**src/rtl/core/assert_macros.svh**
```systemverilog
// Assertion helpers shared by the core files.
`ifndef ASSERT_MACROS_SVH
`define ASSERT_MACROS_SVH
`ifndef NO_ASSERTIONS
`define ASSERT_IMPL(label, clk, rst_n, prop, msg) \
	label: assert property (@(posedge clk) disable iff (!rst_n) prop) else $error(msg);
`define ASSERT_NEVER(label, clk, rst_n, cond, msg) \
	label: assert property (@(posedge clk) disable iff (!rst_n) !(cond)) else $error(msg);
`else
`define ASSERT_IMPL(label, clk, rst_n, prop, msg)
`define ASSERT_NEVER(label, clk, rst_n, cond, msg)
`endif
`endif

```
**src/rtl/core/lfuc_pkg.sv**
```systemverilog
package lfuc_pkg;
	localparam int ENTRIES = 16;
	localparam int COUNT_BITS = 16;
	localparam int IDX_BITS = (ENTRIES > 1) ? $clog2(ENTRIES) : 1;
	localparam int OCC_BITS = $clog2(ENTRIES + 1);
	localparam int CAP_BITS = 5;
	localparam logic [CAP_BITS-1:0] CAP_RESET = CAP_BITS'(16);
	localparam logic [COUNT_BITS-1:0] COUNT_MAX = '1;
	localparam logic [31:0] WORD_ONES = 32'hFFFF_FFFF;

	localparam logic KIND_GET = 1'b0;
	localparam logic KIND_PUT = 1'b1;

	typedef enum logic [2:0] {
		ST_IDLE,
		ST_SCAN,
		ST_APPLY,
		ST_DONE
	} lfuc_state_t;

	// controller to datapath
	typedef struct packed {
		logic load;
		logic clear_scan;
		logic scan_step;
		logic apply;
	} lfuc_cmd_t;

	// datapath to controller
	typedef struct packed {
		logic scan_last;
	} lfuc_sts_t;
endpackage

```
**src/rtl/core/lfuc_ctrl.sv**
```systemverilog
module lfuc_ctrl
	import lfuc_pkg::*;
(
	input  logic       clk,
	input  logic       arst_n,
	input  logic       in_valid,
	output logic       in_stall,
	output logic       out_valid,
	input  logic       out_stall,
	input  lfuc_sts_t  sts,
	output lfuc_cmd_t  cmd
);
	`include "assert_macros.svh"

	lfuc_state_t state_q, state_d;

	always_ff @(posedge clk or negedge arst_n) begin
		if (!arst_n) state_q <= ST_IDLE;
		else state_q <= state_d;
	end

	always_comb begin
		state_d = state_q;
		unique case (state_q)
			ST_IDLE:  if (in_valid) state_d = ST_SCAN;
			ST_SCAN:  if (sts.scan_last) state_d = ST_APPLY;
			ST_APPLY: state_d = ST_DONE;
			ST_DONE:  if (!out_stall) state_d = ST_IDLE;
			default:  state_d = ST_IDLE;
		endcase
	end

	always_comb begin
		cmd = '0;
		in_stall = 1'b1;
		out_valid = 1'b0;
		unique case (state_q)
			ST_IDLE: begin
				in_stall = 1'b0;
				cmd.load = in_valid;
				cmd.clear_scan = in_valid;
			end
			ST_SCAN:  cmd.scan_step = 1'b1;
			ST_APPLY: cmd.apply = 1'b1;
			ST_DONE:  out_valid = 1'b1;
			default: ;
		endcase
	end

	`ASSERT_IMPL(a_load_starts_scan, clk, arst_n, cmd.load |=> (state_q == ST_SCAN), "load without scan")
	`ASSERT_IMPL(a_apply_then_done, clk, arst_n, cmd.apply |=> out_valid, "apply without result")
	`ASSERT_NEVER(a_no_take_busy, clk, arst_n, !in_stall && out_valid, "input taken while result held")
endmodule

```
**src/rtl/core/lfuc_dp.sv**
```systemverilog
module lfuc_dp
	import lfuc_pkg::*;
(
	input  logic                clk,
	input  logic                arst_n,
	input  logic                cfg_we,
	input  logic [CAP_BITS-1:0] cfg_data,
	input  logic                kind,
	input  logic signed [31:0]  lookup_key,
	input  logic signed [31:0]  put_value,
	input  lfuc_cmd_t           cmd,
	output lfuc_sts_t           sts,
	output logic                hit,
	output logic signed [31:0]  read_value,
	output logic                evicted,
	output logic signed [31:0]  evicted_key
);
	`include "assert_macros.svh"

	logic [CAP_BITS-1:0]   cap_q;
	logic [ENTRIES-1:0]    valid_q;
	logic [31:0]           key_q   [ENTRIES];
	logic [31:0]           val_q   [ENTRIES];
	logic [COUNT_BITS-1:0] cnt_q   [ENTRIES];
	logic [IDX_BITS-1:0]   rank_q  [ENTRIES];
	logic [OCC_BITS-1:0]   occ_q;

	logic                  kind_q;
	logic [31:0]           rkey_q, rval_q;
	logic [IDX_BITS-1:0]   idx_q;
	logic                  found_q, vic_ok_q, free_ok_q;
	logic [IDX_BITS-1:0]   found_idx_q, vic_idx_q, free_idx_q;
	logic [COUNT_BITS-1:0] vic_cnt_q;
	logic [IDX_BITS-1:0]   vic_rank_q;

	// per-entry flags sampled in the scan cycle, one entry at a time
	logic                  e_valid, e_match, e_better;
	logic [COUNT_BITS-1:0] e_cnt;
	logic [IDX_BITS-1:0]   e_rank;

	assign e_valid = valid_q[idx_q];
	assign e_match = e_valid && (key_q[idx_q] == rkey_q);
	assign e_cnt = cnt_q[idx_q];
	assign e_rank = rank_q[idx_q];
	assign e_better = e_valid && (!vic_ok_q || (e_cnt < vic_cnt_q) ||
		((e_cnt == vic_cnt_q) && (e_rank > vic_rank_q)));
	assign sts.scan_last = (idx_q == IDX_BITS'(ENTRIES - 1));

	logic [OCC_BITS-1:0] limit;
	always_comb begin
		if (cap_q == '0) limit = OCC_BITS'(1);
		else if (32'(cap_q) > 32'(ENTRIES)) limit = OCC_BITS'(ENTRIES);
		else limit = OCC_BITS'(cap_q);
	end

	always_ff @(posedge clk or negedge arst_n) begin
		if (!arst_n) cap_q <= CAP_RESET;
		else if (cfg_we) cap_q <= cfg_data;
	end

	always_ff @(posedge clk) begin
		if (cmd.load) begin
			kind_q <= kind;
			rkey_q <= lookup_key;
			rval_q <= put_value;
		end
	end

	// scan sequencer: one entry per cycle for match, victim and free slot
	always_ff @(posedge clk or negedge arst_n) begin
		if (!arst_n) begin
			idx_q <= '0;
			found_q <= 1'b0;
			vic_ok_q <= 1'b0;
			free_ok_q <= 1'b0;
		end else if (cmd.clear_scan) begin
			idx_q <= '0;
			found_q <= 1'b0;
			vic_ok_q <= 1'b0;
			free_ok_q <= 1'b0;
		end else if (cmd.scan_step) begin
			if (!sts.scan_last) idx_q <= idx_q + 1'b1;
			if (e_match && !found_q) found_q <= 1'b1;
			if (e_better) vic_ok_q <= 1'b1;
			if (!e_valid && !free_ok_q) free_ok_q <= 1'b1;
		end
	end

	always_ff @(posedge clk) begin
		if (cmd.scan_step) begin
			if (e_match && !found_q) found_idx_q <= idx_q;
			if (e_better) begin
				vic_idx_q <= idx_q;
				vic_cnt_q <= e_cnt;
				vic_rank_q <= e_rank;
			end
			if (!e_valid && !free_ok_q) free_idx_q <= idx_q;
		end
	end

	// write-back: apply the request to the store in the apply state
	logic                do_evict, do_ins;
	logic [IDX_BITS-1:0] slot;
	assign do_evict = !found_q && (kind_q == KIND_PUT) && (occ_q >= limit) && vic_ok_q;
	assign do_ins = !found_q && (kind_q == KIND_PUT) && (do_evict || free_ok_q);
	assign slot = do_evict ? vic_idx_q : free_idx_q;

	always_ff @(posedge clk or negedge arst_n) begin
		if (!arst_n) begin
			valid_q <= '0;
			occ_q <= '0;
			for (int i = 0; i < ENTRIES; i++) rank_q[i] <= '0;
		end else if (cmd.apply) begin
			if (found_q) begin
				for (int i = 0; i < ENTRIES; i++)
					if (valid_q[i] && IDX_BITS'(i) != found_idx_q &&
						rank_q[i] < rank_q[found_idx_q])
						rank_q[i] <= rank_q[i] + 1'b1;
				rank_q[found_idx_q] <= '0;
			end else if (do_ins) begin
				for (int i = 0; i < ENTRIES; i++) begin
					if (valid_q[i] && IDX_BITS'(i) != slot) begin
						if (do_evict && rank_q[i] > vic_rank_q) rank_q[i] <= rank_q[i];
						else rank_q[i] <= rank_q[i] + 1'b1;
					end
				end
				rank_q[slot] <= '0;
				valid_q[slot] <= 1'b1;
				if (!do_evict) occ_q <= occ_q + 1'b1;
			end
		end
	end

	always_ff @(posedge clk) begin
		if (cmd.apply) begin
			if (found_q) begin
				if (kind_q == KIND_PUT) val_q[found_idx_q] <= rval_q;
				if (cnt_q[found_idx_q] != COUNT_MAX)
					cnt_q[found_idx_q] <= cnt_q[found_idx_q] + 1'b1;
			end else if (do_ins) begin
				key_q[slot] <= rkey_q;
				val_q[slot] <= rval_q;
				cnt_q[slot] <= COUNT_BITS'(1);
			end
		end
	end

	// result register
	always_ff @(posedge clk) begin
		if (cmd.apply) begin
			hit <= found_q;
			read_value <= (found_q && kind_q == KIND_GET) ? val_q[found_idx_q] : WORD_ONES;
			evicted <= do_evict;
			evicted_key <= do_evict ? key_q[vic_idx_q] : 32'd0;
		end
	end

	`ASSERT_IMPL(a_occ_bound, clk, arst_n, 1'b1 |-> (32'(occ_q) <= 32'(ENTRIES)), "occupancy overflow")
	`ASSERT_IMPL(a_occ_count, clk, arst_n, 1'b1 |-> (32'(occ_q) == 32'($countones(valid_q))), "occupancy mismatch")
	`ASSERT_NEVER(a_evict_hit, clk, arst_n, cmd.apply && found_q && do_evict, "eviction on hit")
endmodule

```
**src/rtl/core/lfu_cache_lru_tiebreak_core.sv**
```systemverilog
// LFU key-value cache with LRU tie-break, sixteen entries. Each request
// (get or put) is taken when in_valid is high and in_stall low; one result
// follows. A request passes through an idle state in which it is latched, a
// scan in which the sequencer walks the entries one per cycle looking for the
// key, the least used and least recent victim and the first free slot, a
// write-back state that updates counts, ranks and the store and loads the
// result register, and a done state in which the result is presented until
// out_stall is low. The next request is taken in the cycle after the result
// has been delivered. capacity_in_use may be written only while idle; 0 acts
// as 1 and values above sixteen act as sixteen.
module lfu_cache_lru_tiebreak_core
	import lfuc_pkg::*;
(
	input  logic                clk,
	input  logic                arst_n,
	input  logic                cfg_we,
	input  logic [4:0]          capacity_in_use,
	input  logic                in_valid,
	output logic                in_stall,
	input  logic                kind,
	input  logic signed [31:0]  lookup_key,
	input  logic signed [31:0]  put_value,
	output logic                out_valid,
	input  logic                out_stall,
	output logic                hit,
	output logic signed [31:0]  read_value,
	output logic                evicted,
	output logic signed [31:0]  evicted_key
);
	lfuc_cmd_t cmd;
	lfuc_sts_t sts;

	// sequencer: idle, scan, write back, hold the result
	lfuc_ctrl u_ctrl (
		.clk, .arst_n, .in_valid, .in_stall, .out_valid, .out_stall,
		.sts, .cmd
	);

	// entry store, scan registers and result register
	lfuc_dp u_dp (
		.clk, .arst_n, .cfg_we, .cfg_data(capacity_in_use),
		.kind, .lookup_key, .put_value, .cmd, .sts,
		.hit, .read_value, .evicted, .evicted_key
	);
endmodule

```
**config.mk**
```make
export PLATFORM = sky130hd
export DESIGN_NAME = lfu_cache_lru_tiebreak_core
export DESIGN_NICKNAME = d
export VERILOG_FILES = /design/src/rtl/core/lfuc_pkg.sv /design/src/rtl/core/lfuc_ctrl.sv /design/src/rtl/core/lfuc_dp.sv /design/src/rtl/core/lfu_cache_lru_tiebreak_core.sv
export VERILOG_INCLUDE_DIRS = /design/src /design/src/rtl/core
export SDC_FILE = /design/constraint.sdc
export NUM_CORES = 2
export LEC_CHECK = 0
export ABC_AREA = 0
export BUFFER_PORTS_ARGS = -buffer_cell sky130_fd_sc_hd__buf_2
export CORE_UTILIZATION = 50
export DETAILED_ROUTE_END_ITERATION = 12
export PLACE_DENSITY_LB_ADDON = 0.12
export SLEW_MARGIN = 10
export SYNTH_ARGS = -nofsm -noshare
export SYNTH_HDL_FRONTEND = slang
export SYNTH_HIERARCHICAL = 1
export SYNTH_SLANG_ARGS = --single-unit
export TNS_END_PERCENT = 50
```
**constraint.sdc**
```tcl
create_clock -name clk -period 6.6 [get_ports clk]
set_input_delay 0.66 -clock clk [delete_from_list [all_inputs] [get_ports clk]]
set_output_delay 0.66 -clock clk [all_outputs]
set_load 0.05 [all_outputs]
```
; ---- Word-level counts from Yosys, hierarchy flattened
; Memory sizes are Yosys's and may differ from the RTL's. A register that Yosys moved wholly into a read port is not among the register bits.
; Cells that the tools add are included.
[word_totals]
regBits = 199
mem_bits_rw = 1280
in_bits = 75
out_inout_bits = 68
word_cells = 447
n_memories = 3
[classes]
n_addsub = 19
n_lt_le_gt_ge = 44
eq_ne = 41
mux = 187
bitwise_logic = 11
n_reduce_logical = 108
[memory_table]
columns = name, words, width, rd, rd_ports_with_merged_regs, write_ports, line
row1 = u_dp.key_q, 16, 32, 2, 1, 1, lfuc_dp.sv:22  ; logic [31:0] key_q [ENTRIES];
row2 = u_dp.val_q, 16, 32, 1, 1, 1, lfuc_dp.sv:23  ; logic [31:0] val_q [ENTRIES];
row3 = u_dp.cnt_q, 16, 16, 2, 1, 1, lfuc_dp.sv:24  ; logic [COUNT_BITS-1:0] cnt_q [ENTRIES];
[ops]
columns = op, n
row1 = $mux W4, 141
row2 = $and A64 B64 Y64, 2
row3 = $mux W64, 2
row4 = $not A64 Y64, 2
row5 = $logic_and A1 B1 Y1, 77
row6 = $add A4 B1 Y4 const B, 17
row7 = $gt A4 B4 Y1, 17
row8 = $lt A4 B4 Y1, 16
row9 = $ne A4 B4 Y1 const A, 16
row10 = $bmux W4 S4, 2
row11 = $demux W4 S4, 2
row12 = $eq A32 B32 Y1, 1
row13 = $mux W32, 1
row14 = $ne A3 B4 Y1 const A, 8
row15 = $reduce_or A32 Y1, 1
row16 = $mux W1, 29
row17 = $add A16 B1 Y16 const B, 1
row18 = $eq A16 B16 Y1, 1
row19 = $lt A16 B16 Y1, 1
row20 = $mux W16, 1
row21 = $ne A16 B16 Y1 const B, 1
row22 = $ne A2 B4 Y1 const A, 4
row23 = $or A16 B16 Y16, 1
row24 = $reduce_and A2 Y1, 8
row25 = 29 further kinds, 58

; ---- Depth between registers and ports, before layout
[depth]
ltp_word = 16
depth_mapped = 19
ltp_nobuf = 13

; ---- Hierarchy
; The synthesis kept the hierarchy.
[by_module_without_submodules]
columns = module, instances, cells_per_inst, area_per_inst_um2, seq_area_each_um2
row1 = lfuc_dp, 1, 3767, 70835.4, 45840.2
row2 = lfuc_ctrl, 1, 18, 187.7, 50.0

; ---- Least setup slack after synthesis
; OpenSTA, ideal clock, no wires.
[synth_timing]
path_kind = register to register
from = reg u_ctrl.state_q[0]
to = mem u_dp.val_q[6][0], enable pin
setup_time_ps = 461
arrival_time_ps = 5728
required_time_ps = 6139
setup_slack_ps = 411
stages_incl_launch_ff = 9
n_path_buf = 2
period_less_slack_ps = 6189
path_cell_list = dfrtp_1 > inv_1 > ha_1 > and2_1 > and2_1 > clkbuf_1 > clkbuf_1 > a21oi_1 > nor3_1
[synth_rtl]
columns = element, line
row1 = start: declaration, lfuc_ctrl.sv:15  ; lfuc_state_t state_q, state_d;
row2 = start signal: assignment, lfuc_ctrl.sv:19  ; else state_q <= state_d;
row3 = end: declaration, lfuc_dp.sv:23

; ---- Worst setup path after layout
[layout_timing]
from = reg u_dp.idx_q[0]
to = reg u_dp.found_idx_q[3], enable pin
[layout_via]
elab_chain_len = 5
elab_cells_between_ends = 7
classes_between = eq/ne: 1 / mux: 2 / reduce/logical: 3 / memory: 1
[layout_rtl]
columns = element, line
row1 = start: declaration, lfuc_dp.sv:30  ; logic [IDX_BITS-1:0] idx_q;
row2 = start signal: assignment, lfuc_dp.sv:82  ; if (!sts.scan_last) idx_q <= idx_q + 1'b1;
row3 = $mem_v2 Z16 W32 / $bmux W1 S4 (equally long branches), n/a
row4 = $eq A32 B32 Y1 / $mux W1 (equally long branches), "lfuc_dp.sv:42, lfuc_dp.sv:41"
row5 = $logic_and A1 B1 Y1 *, lfuc_dp.sv:42  ; assign e_match = e_valid && (key_q[idx_q] == rkey_q);
row6 = $logic_and A1 B1 Y1 *, lfuc_dp.sv:91  ; if (e_match && !found_q) found_idx_q <= idx_q;
row7 = $reduce_and A2 Y1 (no source line) *, n/a
row8 = end signal: assignment, lfuc_dp.sv:91
row9 = end: declaration, lfuc_dp.sv:32  ; logic [IDX_BITS-1:0] found_idx_q, vic_idx_q, free_idx_q;
; Every way passes the cells marked *; elsewhere a longest branch is shown, timed or not. The select of a mux whose other input is x is not followed.
; A chain may end at the register's enable or synchronous reset.

==> flow_summary.json <==
{
  "hold_class": "in2reg",
  "p_leak_nw": 26.4,
  "crit_fanout": 51,
  "mostFrequentLayoutCell": "edfxtp_1",
  "first_global_vias": 39400,
  "antenna_found_initial": 4,
  "outcome": "finished clean",
  "cts_tree": "done",
  "async_flop_share": 0.0640,
  "finClkSkew_ps": 53.4,
  "rsz0062_at_grt": "false",
  "stdcell_area_um2": 80000,
  "grt_pass1_wl_um": 270000,
  "cts_resized": 0,
  "drcViolationCount": 0,
  "ant_nets": 0,
  "critPathCapture": "u_dp/found_idx_q[3]",
  "clkLatencyLatePin_ps": 800,
  "r2r-start": "u_dp/idx_q[0]",
  "reg2regPathDepth": 9,
  "setup_violations": 0,
  "slew_headroom": 0.116,
  "p_int_w": 0.0195,
  "worstSetupStartpointType": "register",
  "fmax_mhz": 193,
  "gp_congestion": 0.847,
  "min_period_over_period": 0.785,
  "cts_setup_buffers": 0,
  "numCtsBuffers": 164,
  "die_area_um2": 144000,
  "fillers": 10600,
  "worstHoldPathCells": 1,
  "synthToLayoutAreaGrowth_pct": 12.6,
  "worst_pin_slew_ps": 1330,
  "power_switching_share": 0.299,
  "syn_area_um2": 71000,
  "final_cell_mix": "edfxtp_1 (1443), mux4_2 (619), clkbuf_16 (166)",
  "r2r_end": "u_dp/found_idx_q[3]",
  "drv_slew": 0,
  "syn_nets": 4020,
  "ys_seq_area_frac": 0.646,
  "synthDistinctLibCells": 76,
  "seq_power_share": 0.447,
  "port-buffer-count": 142,
  "vias": 38700,
  "avgRoutedWirePerCell_um": 30.4,
  "cp-end-kind": "register",
  "first_pass_iters": 8,
  "crit_required_ps": 6990,
  "setup_tns_ps": 0,
  "synth_seq_cells": 1546,
  "syn-mean-instance-area_um2": 18.8,
  "grt_max_degree": 132,
  "grt.total_usage": 0.262,
  "ff2ff_setup_slack_ps": 1420,
  "nNetsFinal": 4272,
  "drt_iter0_markers": 3800,
  "crit_start": "u_dp/idx_q[0]",
  "top_level_ports": 143,
  "power_density_nw_per_um2": 348,
  "via_per_inst": 6.41,
  "worst-endpoint-arrival_ps": 5570,
  "worst-setup-path-type": "reg2reg",
  "placed_area_um2": 74300,
  "pwr-share-comb": 0.230,
  "yosys_warnings": 6,
  "clk_path_buf_depth": 3,
  "clock_sinks": 1546,
  "fp-row-count": 137,
  "wirelength_um": 184000,
  "syn-instance-count": 3785,
  "die_w_um": 379,
  "cap_violations": 0,
  "switchingPower_w": 0.00832,
  "synth_edf_count": 1443,
  "hold_violations": 0,
  "synth_flop_cell": "edfxtp_1",
  "core_um2": 140000,
  "drive_above_1_share": 0.293,
  "cts_root_buffer": "clkbuf_16",
  "diodes": 0,
  "die_h_um": 379,
  "min_period_ps": 5180,
  "pwr-share-clk": 0.324,
  "irDropWorstVdd_mv": 0.268,
  "htree_levels": 4,
  "path_clk_slew_ps": 60,
  "dp_hpwl_um": 108000,
  "overflow": 0,
  "start_util": 0.507
}
==> per-stage QoR <==
step / total power [W] / instances / hold WS [ps] / setup WS (ps) / util
3_5_place_dp: 0.0190 / 5707 / 476 / 1460 / 0.530
2_1_floorplan: 0.0169 / 3785 / 364 / 411 / -
5_1_grt: 0.0289 / 6044 / 17.2 / 1210 / 0.571
4_1_cts: 0.0280 / 6043 / 3.91 / 1420 / 0.570
6_report: 0.0278 / 6044 / 46.3 / 1420 / 0.571
3_3_place_gp: 0.0189 / 5707 / 474 / 1470 / 0.530
==> cell usage after synthesis (8+ instances only) <==
| master | number | area share |
|---|---|---|
| o31ai_1 | 16 | 0.0017 |
| nor3_1 | 49 | 0.0035 |
| nand2_1 | 123 | 0.0065 |
| inv_1 | 83 | 0.0044 |
| o211ai_1 | 17 | 0.0018 |
| nand3_1 | 36 | 0.0025 |
| dfrtp_1 | 98 | 0.035 |
| and2_1 | 18 | 0.0016 |
| buf_6 | 9 | 0.0014 |
| a21oi_1 | 76 | 0.0054 |
| xor2_1 | 31 | 0.0038 |
| o21a_1 | 26 | 0.0027 |
| and3_1 | 11 | 0.00097 |
| edfxtp_1 | 1443 | 0.61 |
| nor2_1 | 79 | 0.0042 |
| buf_2 | 33 | 0.0023 |
| nand4_1 | 21 | 0.0018 |
| buf_4 | 22 | 0.0023 |
| or2_2 | 18 | 0.0016 |
| a21o_1 | 29 | 0.0031 |
| o2111ai_1 | 16 | 0.0020 |
| mux2_2 | 35 | 0.0055 |
| a211oi_1 | 43 | 0.0045 |
| ha_1 | 160 | 0.028 |
| nor2b_1 | 86 | 0.0076 |
| mux2i_1 | 100 | 0.014 |
| clkbuf_1 | 93 | 0.0049 |
| mux4_2 | 619 | 0.20 |
| xnor2_1 | 30 | 0.0037 |
| or3_1 | 13 | 0.0011 |
| mux4_1 | 9 | 0.0033 |
| buf_1 | 43 | 0.0023 |
| o21ai_0 | 90 | 0.0063 |
| o221ai_1 | 8 | 0.00099 |
| a22o_1 | 8 | 0.00099 |
| nand2b_1 | 71 | 0.0063 |
==> cell families after synthesis <==
| group | Yosys count | synth area share |
|---|---|---|
| buffers and inverters | 294 | 0.0189 |
| AND/OR/NAND/NOR | 557 | 0.0413 |
| AO/OA/AOI/OAI | 403 | 0.0385 |
| flip-flops | 1546 | 0.646 |
| XOR/XNOR | 61 | 0.00752 |
| adder cells (fa/ha/maj) | 160 | 0.0282 |
| multiplexers | 764 | 0.219 |
==> cell type report <==
type	count	area (µm²)	area share
sequential	1546	45900	0.574
tap	1876	2350	0.0293
clock inverter	82	891	0.0111
clock buffer	215	4360	0.0545
inverter	87	329	0.00411
multi-input combinational	1945	24100	0.301
timing repair buffer	293	2060	0.0258
==> power by group through the flow <==
| stage | clock [W] | sequential, W | combinational, W |
|---|---|---|---|
| 3_3_place_gp | 0 | 0.0126 | 0.00635 |
| 4_1_cts | 0.00918 | 0.0124 | 0.00644 |
| 5_1_grt | 0.00952 | 0.0125 | 0.00689 |
| 3_5_place_dp | 0 | 0.0126 | 0.00640 |
| 2_1_floorplan | 0 | 0.0124 | 0.00452 |
| 6_report | 0.00900 | 0.0124 | 0.00640 |
==> state kept, by name, summed over array words and instances, names as in the netlist, 32 cells and up, named ones only <==
register,cells
u_dp/key_q,512
u_dp/val_q,512
u_dp/cnt_q,256
u_dp/evicted_key,32
u_dp/rval_q,32
u_dp/rkey_q,32
u_dp/rank_q,64
u_dp/read_value,32
==> layer usage <==
metal  up-vias  track usage  wire length (µm)  share of wire
met3       266       0.0403             12100          0.066
met5         -            0                26        0.00014
li1      16300            -                 -              -
met2      1435        0.409             87200           0.47
met4         4       0.0679              4300          0.023
met1     20700        0.386             80300           0.44
==> worst min path at each step <==
stage | start | slack, ps | to
after floorplan | arst_n | 360 | u_ctrl/state_q[0]
after global routing | put_value[6] | 20 | u_dp/rval_q[6]
after global placement | u_dp/occ_q[4] | 470 | u_dp/occ_q[4]
final | lookup_key[11] | 50 | u_dp/rkey_q[11]
after CTS | lookup_key[11] | 4 | u_dp/rkey_q[11]
after detailed placement | u_dp/occ_q[4] | 480 | u_dp/occ_q[4]
==> worst max-delay path, cell delays in order (launching register included) <==
cell	delay [ps]
dfrtp_4	900
buf_12	370
mux4_2	560
and2_1	170
a211oi_1	240
mux2_2	360
nor4_1	490
o2111a_1	370
o211ai_1	200
nor4_1	980
==> what timing repair did <==
| item | 4_1_cts | 5_1_grt |
|---|---|---|
| hold buffers | 39 | 0 |
| endpoints found under the hold margin | 74 | 0 |
| endpoints found under the setup margin | 0 | 0 |
No activity file was read; power rests on OpenSTA's default activity.
